File: src/hdl/bilinear_image_scaler_assert.svh
// Assertion macros shared by the scaler's checking code.
`ifndef BILINEAR_IMAGE_SCALER_ASSERT_SVH
`define BILINEAR_IMAGE_SCALER_ASSERT_SVH

// Same-cycle implication, disabled while reset is active.
`define BIS_CHECK_IMP(name, ante, cons, msg) \
    name: assert property (@(posedge clk) disable iff (!rst_n) (ante) |-> (cons)) \
        else $error(msg);

// Next-cycle implication, disabled while reset is active.
`define BIS_CHECK_NEXT(name, ante, cons, msg) \
    name: assert property (@(posedge clk) disable iff (!rst_n) (ante) |=> (cons)) \
        else $error(msg);

`endif

File: src/hdl/bis_pkg.sv
package bis_pkg;

    localparam int DEF_MAX_DIM   = 256;
    localparam int DEF_FRAC_BITS = 16;

    localparam int COORD_W     = 8;
    localparam int CHAN_W      = 8;
    localparam int PIX_W       = 32;
    localparam int STEP_W      = 24;
    localparam int SIZE_REG_W  = 9;
    localparam int CFG_INDEX_W = 2;
    localparam int CFG_DATA_W  = 24;
    localparam int IN_DATA_W   = 48;
    localparam int OUT_DATA_W  = 32;
    localparam int LANES       = 4;

    localparam logic MODE_LOAD    = 1'b0;
    localparam logic MODE_REQUEST = 1'b1;

    typedef enum logic [2:0] {
        ST_IDLE,
        ST_WRITE,
        ST_MUL,
        ST_LOC,
        ST_FETCH,
        ST_FIN
    } bis_state_t;

    // Corner order matches the weight order: top-left, top-right, bottom-left, bottom-right
    typedef enum logic [1:0] {
        CRN_00,
        CRN_10,
        CRN_01,
        CRN_11
    } bis_corner_t;

    typedef enum logic [CFG_INDEX_W-1:0] {
        REG_SRC_WIDTH,
        REG_SRC_HEIGHT,
        REG_STEP_X,
        REG_STEP_Y
    } bis_reg_t;

    typedef struct packed {
        logic        capture;
        logic        write_px;
        logic        mul;
        logic        locate;
        logic        rd_en;
        bis_corner_t rd_corner;
        logic        acc_en;
        logic        acc_bottom;
        logic        finish;
    } bis_cmd_t;

    typedef struct packed {
        logic out_busy;
    } bis_status_t;

endpackage

File: src/hdl/bis_ctrl.sv
module bis_ctrl (
    input  logic                  clk,
    input  logic                  rst_n,
    input  logic                  in_valid,
    input  logic                  in_mode,
    output logic                  in_ready,
    input  bis_pkg::bis_status_t  status,
    output bis_pkg::bis_cmd_t     cmd
);

    localparam logic [2:0] K_LAST = 3'd4;

    bis_pkg::bis_state_t state_reg, state_next;
    logic [2:0]          k_reg, k_next;

    always_ff @(posedge clk or negedge rst_n)
    begin
        if (!rst_n)
        begin
            state_reg <= bis_pkg::ST_IDLE;
            k_reg     <= '0;
        end
        else
        begin
            state_reg <= state_next;
            k_reg     <= k_next;
        end
    end

    always_comb
    begin
        state_next = state_reg;
        k_next     = k_reg;
        in_ready   = 1'b0;
        cmd        = '0;
        unique case (state_reg)
            bis_pkg::ST_IDLE:
            begin
                in_ready    = 1'b1;
                cmd.capture = in_valid;
                if (in_valid)
                begin
                    state_next = (in_mode == bis_pkg::MODE_LOAD) ? bis_pkg::ST_WRITE
                                                                  : bis_pkg::ST_MUL;
                end
            end
            bis_pkg::ST_WRITE:
            begin
                cmd.write_px = 1'b1;
                state_next   = bis_pkg::ST_IDLE;
            end
            bis_pkg::ST_MUL:
            begin
                cmd.mul    = 1'b1;
                state_next = bis_pkg::ST_LOC;
            end
            bis_pkg::ST_LOC:
            begin
                cmd.locate = 1'b1;
                k_next     = '0;
                state_next = bis_pkg::ST_FETCH;
            end
            bis_pkg::ST_FETCH:
            begin
                // read corner k while the previous corner's data is accumulated
                cmd.rd_en      = (k_reg != K_LAST);
                cmd.rd_corner  = bis_pkg::bis_corner_t'(k_reg[1:0]);
                cmd.acc_en     = (k_reg != 3'd0);
                cmd.acc_bottom = (k_reg == 3'd3) || (k_reg == K_LAST);
                if (k_reg == K_LAST)
                begin
                    k_next     = '0;
                    state_next = bis_pkg::ST_FIN;
                end
                else
                begin
                    k_next = k_reg + 3'd1;
                end
            end
            bis_pkg::ST_FIN:
            begin
                // hold until the output register is free
                if (!status.out_busy)
                begin
                    cmd.finish = 1'b1;
                    state_next = bis_pkg::ST_IDLE;
                end
            end
            default:
            begin
                state_next = bis_pkg::ST_IDLE;
            end
        endcase
    end

endmodule

File: config.mk
export PLATFORM = sky130hd
export DESIGN_NAME = bis_ctrl
export DESIGN_NICKNAME = d
export VERILOG_FILES = /design/src/hdl/bilinear_image_scaler_assert.svh /design/src/hdl/bis_pkg.sv /design/src/hdl/bis_ctrl.sv
export SDC_FILE = /design/constraint.sdc
export NUM_CORES = 1
export LEC_CHECK = 0
export BUFFER_PORTS_ARGS = -buffer_cell sky130_fd_sc_hd__buf_2
export CAP_MARGIN = 20
export CORE_AREA = 10 10 47 49
export DETAILED_ROUTE_END_ITERATION = 16
export DIE_AREA = 0 0 57 59
export GPL_ROUTABILITY_DRIVEN = 0
export MAX_ROUTING_LAYER = met4
export PLACE_DENSITY_LB_ADDON = 0.1
export SETUP_SLACK_MARGIN = 0.05
export SLEW_MARGIN = 20
export SYNTH_ARGS = -nofsm -noshare
export SYNTH_HDL_FRONTEND = slang
export SYNTH_SLANG_ARGS = --single-unit
File: constraint.sdc
create_clock -name clk -period 4 [get_ports clk]
set_input_delay 0.8 -clock clk [delete_from_list [all_inputs] [get_ports clk]]
set_output_delay 0.8 -clock clk [all_outputs]
set_load 0.05 [all_outputs]
# == Yosys cells after proc, flatten, opt, wreduce, memory -nomap -nowiden ==
# Cells that the tools add are included.
# word_totals
input_bits,5
register_bits,6
out_inout_bits,11
# op_classes
eq_ne,11
muxes,15
n_reduce_logical,5
add_sub_neg,1
# ops
operator,n
$pmux W3 S5,1
$mux W3,4
$eq A3 B2 Y1 const B,3
$eq A3 B3 Y1 const B,3
$mux W1,7
$ne A2 B2 Y1 const B,3
$pmux W3 S2,1
$mux W5,1
$add A3 B1 Y3 const B,1
$eq A3 B1 Y1 const B,1
$logic_not A3 Y1,1
$ne A3 B3 Y1 const B,1
$reduce_and A3 Y1,1
$reduce_bool A3 Y1,1
$mux W2,1
$reduce_bool A2 Y1,1
$logic_or A1 B1 Y1,1

# == Logic depth before layout (Yosys ltp) ==
# Gate-level depths: netlist of run 1.
# depth
ltp_word,3
mapped_depth,5
mapped_depth_nobuf,5

# == Worst setup path before layout of run 1 ==
# Ideal clock, no wire load.
# synth_timing
kind,register to output
start,register state_reg[0]
end,output port cmd[9] in the netlist's numbering
path_stages_with_launch,4
required_ps,3200
path_slack_ps,1007
path_buffers,1
t_arrival_ps,2193
path_cell_list,dfrtp_1 > buf_2 > nor3_1 > and2_1
# synth_rtl
element,line_no,source
start: declaration,bis_ctrl.sv:13,"bis_pkg::bis_state_t state_reg, state_next;"
start signal: assignment,bis_ctrl.sv:20,state_reg <= bis_pkg::ST_IDLE;
start signal: assignment,bis_ctrl.sv:25,state_reg <= state_next;
end: declaration,bis_ctrl.sv:8,output bis_pkg::bis_cmd_t cmd

==> metrics.json, run 1 <==
{
  "routing": {
    "routed_antenna_nets": 0,
    "drt-vias-per-instance": 4.86,
    "detailedRoute.firstIterationViolations": 3,
    "routedWlPerCell_um": 12.7,
    "drc": 0,
    "detailedRoute.firstPassIterationCount": 4,
    "wl_um": 965,
    "route.vias.total": 369
  },
  "cts": {
    "cts-resized-gates": 0,
    "cts_clock_pin_slew_for_the_worst_setup_and_hold_paths_ns": 0.04,
    "cts_hold_buffers": 0,
    "cts.sink_count": 6,
    "cts-buffers-inserted": 3,
    "cell_at_the_root_of_the_clock_tree": "sky130_fd_sc_hd__clkbuf_4",
    "clock_path_buffers": 2,
    "clock_tree_from_tritoncts": "yes",
    "worstSkewPairLatency_ns": 0.24,
    "htreeDepth": 1,
    "postCtsSetupRepairBufs": 0
  },
  "timing": {
    "setup-violations-final": 0,
    "min_period_ns": 2.47,
    "fmaxAchievable_mhz": 404,
    "clock-skew-final_ns": 0.00292,
    "drv_slew": 0,
    "slew_margin_rel_pct": 79.8,
    "measured_slew_at_the_worst_slew_check_pin_ns": 0.303,
    "finalHoldViolations": 0,
    "rsz0062_at_grt": "no",
    "hold-worst-slack_ns": 0.374,
    "final_min_period_over_clock_period_pct": 61.8,
    "setup_total_negative_slack_ns": 0
  },
  "place": {
    "buffer_ports.inserted": 15,
    "dpl.hpwl_um": 798
  },
  "synth": {
    "dominantRegCellSynth": "sky130_fd_sc_hd__dfrtp_1",
    "synth_cells": 46,
    "post_synth_num_cell_types": 22,
    "synth_area_per_inst_um2": 9.00,
    "async_reset_ff_share_pct": 100,
    "ys_warn_count": 0,
    "synth-edff-count": 0,
    "synth-seq-cells": 6,
    "synth.yosys.seq_area_share_pct": 36.3,
    "post_synth_instance_area_um2": 414,
    "syn_nets": 53
  },
  "setup_path": {
    "critPathCaptureType": "output port",
    "cp_data_arrival_time_ns": 1.67,
    "worst_r2r_path_depth": 5,
    "worstPathRequired_ns": 3.20,
    "cp_slowest_cell": "sky130_fd_sc_hd__or3b_1",
    "worst_r2r_end": "k_reg[2]",
    "worst_r2r_startpoint": "k_reg[0]",
    "path_max_fanout": 11,
    "max_stage_delay_ns": 0.53,
    "critical_path_class": "flop to output port",
    "timing.critical_path.cells": "or3b_1, a21oi_4, buf_2",
    "cp-start-kind": "flop",
    "timing.reg2reg.setup_slack_ns": 2.59
  },
  "grt": {
    "global_route.usage.total_pct": 6.06,
    "via_count_of_the_first_global_routing_pass": 398,
    "grt_remaining_overflow": 0,
    "grt_pass1_wl_um": 1590,
    "number_of_antenna_violations_at_the_first_check_in_global_routing": 0,
    "grt_max_degree": 12
  },
  "die": {
    "core_mm2": 0.00140,
    "io_pins": 16,
    "die_width_um": 57,
    "die_area_mm2": 0.00336,
    "die_h_um": 59,
    "initial_util_pct": 29.6,
    "row_count": 14
  },
  "layout": {
    "synthToLayoutAreaGrowth_pct": 23.0,
    "layout.filler_cells": 159,
    "multiInputGateArea_um2": 226,
    "diodes": 0,
    "layout-drive-gt1-share_pct": 31.7,
    "nNetsFinal": 69,
    "ff_latch_area_um2": 150
  },
  "worst_hold_path": {
    "worst_hold_path_type": "input pin to asynchronous set/reset pin"
  },
  "flow_run": {
    "maxCapViolCount": 0
  },
  "status": {
    "status": "complete, no violations"
  }
}
-- cell usage after synthesis, drive strengths merged (2+ instances only) --
library cell / count / share of area [%]
a21oi: 6 / 10
dfrtp: 6 / 36
buf: 4 / 5.4
inv: 4 / 3.6
nor2: 3 / 2.7
nor3b: 3 / 5.4
ha: 2 / 6.0
nand2: 2 / 1.8
nand2b: 2 / 3.0
nor2b: 2 / 3.0
nor3: 2 / 2.4
or3b: 2 / 4.2
-- critical path: cells and delay by family, from the launching register on --
family	cells	cell delay, ns
flops	1	0.48
simple gates	1	0.53
buf+inv	1	0.28
compound gates	1	0.16
-- layout by cell type, fill, tap and decap left out --
cell type	n
sky130_fd_sc_hd__mux2_1	1
sky130_fd_sc_hd__nor3_1	2
sky130_fd_sc_hd__ha_1	2
sky130_fd_sc_hd__or3b_1	2
sky130_fd_sc_hd__buf_2	15
sky130_fd_sc_hd__nand2_1	2
sky130_fd_sc_hd__a21oi_1	5
sky130_fd_sc_hd__o32ai_1	1
sky130_fd_sc_hd__a21o_1	1
sky130_fd_sc_hd__o21bai_1	1
sky130_fd_sc_hd__nor3b_1	3
sky130_fd_sc_hd__nor2b_1	2
sky130_fd_sc_hd__o21a_1	1
sky130_fd_sc_hd__nor2_1	3
sky130_fd_sc_hd__inv_1	4
sky130_fd_sc_hd__clkbuf_4	3
sky130_fd_sc_hd__and2_1	1
sky130_fd_sc_hd__a21oi_4	1
sky130_fd_sc_hd__a22o_1	1
sky130_fd_sc_hd__and3b_1	1
sky130_fd_sc_hd__nand2b_1	2
sky130_fd_sc_hd__dfrtp_1	6
-- layout make-up --
cell class | count | share of cell area (%)
clock buffer | 3 | 4.42
inverter | 4 | 2.95
multi-input combinational | 32 | 44.5
sequential | 6 | 29.5
tap | 16 | 3.93
timing repair buffer | 15 | 14.7
-- worst max path at each step --
stage / slack, ns / cells after the start / from / endpoint
final: 1.53 / 3 / state_reg[0] / cmd[5]
after global routing: 1.45 / 3 / state_reg[0] / cmd[2]
after CTS: 1.51 / 3 / state_reg[0] / cmd[5]
after detailed placement: 1.77 / 3 / state_reg[0] / cmd[5]
after global placement: 1.73 / 4 / status / cmd[0]
after floorplan: 1.01 / 3 / state_reg[0] / cmd[9]
-- stage by stage --
| stage | area (um2) | worst slack, ns | std cells | utilization (%) |
|---|---|---|---|---|
| 6_report | 509 | 1.53 | 76 | 36.3 |
| 4_1_cts | 509 | 1.51 | 76 | 36.3 |
| 5_1_grt | 509 | 1.45 | 76 | 36.3 |
| 3_3_place_gp | 487 | 1.73 | 73 | 34.7 |
| 3_5_place_dp | 487 | 1.77 | 73 | 34.7 |
| 2_1_floorplan | 414 | 1.01 | 46 | - |
-- per-layer routing --
metal | vias up | GRT usage, % | wire (um)
met3 | 0 | 2.79 | 33
li1 | 183 | - | -
met4 | 0 | 3.02 | 0
met5 | - | - | 0
met1 | 173 | 5.75 | 458
met2 | 13 | 10.2 | 473
-- cell families (layout without fill, tap and decap cells) --
group	count (synthesis)	in the layout	synth area share [%]
flip-flops	6	6	36.3
AND/OR/NAND/NOR	18	18	26.3
AO/OA/AOI/OAI	11	11	19.6
multiplexers	1	1	2.72
buffers and inverters	8	22	9.06
adder cells (fa/ha/maj)	2	2	6.04
Power of run 1 is not shown: default switching activity piles up to over one toggle a cycle in this logic, so the estimate is an artifact.
==> run 2, diff against run 1 <==
- clock period: 4 -> 2.4 ns (I/O delays scaled with it)
==> metrics.json, run 2 (synthesis results as in run 1) <==
{
  "status": {
    "status": "complete, no violations"
  },
  "timing": {
    "rsz0062_at_grt": "no",
    "measured_slew_at_the_worst_slew_check_pin_ns": 0.294,
    "setup-violations-final": 0,
    "final_min_period_over_clock_period_pct": 90.5,
    "drv_slew": 0,
    "slew_margin_rel_pct": 80.4,
    "finalHoldViolations": 0,
    "setup_total_negative_slack_ns": 0,
    "clock-skew-final_ns": 0.00354,
    "fmaxAchievable_mhz": 461,
    "hold-worst-slack_ns": 0.0506,
    "min_period_ns": 2.17
  },
  "die": {
    "row_count": 14,
    "initial_util_pct": 29.6,
    "die_h_um": 59,
    "core_mm2": 0.00140,
    "die_area_mm2": 0.00336,
    "die_width_um": 57,
    "io_pins": 16
  },
  "grt": {
    "number_of_antenna_violations_at_the_first_check_in_global_routing": 0,
    "via_count_of_the_first_global_routing_pass": 414,
    "grt_remaining_overflow": 0,
    "grt_max_degree": 12,
    "global_route.usage.total_pct": 6.38,
    "grt_pass1_wl_um": 1680
  },
  "cts": {
    "cts_hold_buffers": 0,
    "worstSkewPairLatency_ns": 0.24,
    "cts.sink_count": 6,
    "cts-buffers-inserted": 3,
    "clock_path_buffers": 2,
    "cell_at_the_root_of_the_clock_tree": "sky130_fd_sc_hd__clkbuf_4",
    "postCtsSetupRepairBufs": 0,
    "clock_tree_from_tritoncts": "yes",
    "htreeDepth": 1,
    "cts_clock_pin_slew_for_the_worst_setup_and_hold_paths_ns": 0.04,
    "cts-resized-gates": 0
  },
  "setup_path": {
    "worstPathRequired_ns": 1.92,
    "critical_path_class": "flop to output port",
    "critPathCaptureType": "output port",
    "cp-start-kind": "flop",
    "timing.critical_path.cells": "or3b_1, a21oi_1, buf_2",
    "cp_slowest_cell": "sky130_fd_sc_hd__or3b_1",
    "cp_data_arrival_time_ns": 1.69,
    "path_max_fanout": 11,
    "worst_r2r_path_depth": 5,
    "max_stage_delay_ns": 0.53
  },
  "place": {
    "buffer_ports.inserted": 15,
    "dpl.hpwl_um": 800
  },
  "routing": {
    "route.vias.total": 366,
    "drt-vias-per-instance": 4.82,
    "routedWlPerCell_um": 13.0,
    "wl_um": 988,
    "routed_antenna_nets": 0,
    "drc": 0,
    "detailedRoute.firstIterationViolations": 0,
    "detailedRoute.firstPassIterationCount": 1
  },
  "layout": {
    "layout.filler_cells": 162,
    "nNetsFinal": 69,
    "layout_commonest_cell": "sky130_fd_sc_hd__buf_2",
    "diodes": 0,
    "synthToLayoutAreaGrowth_pct": 24.2,
    "layout-drive-gt1-share_pct": 33.3,
    "ff_latch_area_um2": 150,
    "multiInputGateArea_um2": 231,
    "most_frequent_cells_in_the_layout": "sky130_fd_sc_hd__buf_2 (15), sky130_fd_sc_hd__dfrtp_1 (6), sky130_fd_sc_hd__a21oi_1 (5)"
  },
  "flow_run": {
    "maxCapViolCount": 0
  },
  "worst_hold_path": {
    "worst_hold_path_type": "input pin to asynchronous set/reset pin"
  }
}
==> run 2: cell count changes in the layout (fill, tap and decap cells not counted) <==
cell / before / now
sky130_fd_sc_hd__nor3_1: 2 / 1
sky130_fd_sc_hd__nor3_2: 0 / 1
==> run 2: area by class of cell <==
| cell class | instances | area share (%) |
|---|---|---|
| multi-input cells | 32 | 45.0 |
| flip-flops and latches | 6 | 29.2 |
| repair buffers | 15 | 14.6 |
| clock buffers | 3 | 4.38 |
| well taps | 16 | 3.89 |
| inverters | 4 | 2.92 |
==> run 2: per-layer routing <==
layer / vias up / routed length, um / GRT usage [%]
li1: 184 / - / -
met1: 166 / 420 / 5.76
met2: 14 / 471 / 10.2
met3: 2 / 75 / 3.65
met4: 0 / 19 / 4.03
met5: - / 0 / -
==> run 2: worst max-delay path: cells and delay by family, from the launching register on <==
family / cells / cell delay (ns)
buf+inv: 1 / 0.28
simple gates: 1 / 0.53
flops: 1 / 0.47
compound gates: 1 / 0.17
==> run 2: worst paths after layout <==
kind | start | end | slack [ns]
max in group asynchronous | rst_n | k_reg[0] | 2.21
worst min register to register | k_reg[1] | k_reg[1] | 0.56
worst max-delay path | state_reg[0] | cmd[2] | 0.23
min in group clk | status | state_reg[2] | 0.53
worst min-delay path | rst_n | state_reg[2] | 0.05
worst max register to register | k_reg[0] | k_reg[2] | 0.99
==> run 2: stage by stage <==
step                      setup WS (ns)  cells  utilization [%]  area, um2
after detailed placement          0.486     73             35.1        492
after floorplan                   0.174     46                -        419
after global routing             0.0948     76             36.7        514
final                             0.229     76             36.7        514
after CTS                         0.222     76             36.7        514
after global placement            0.505     73             35.1        492
Power of run 2 is left out for the same reason.
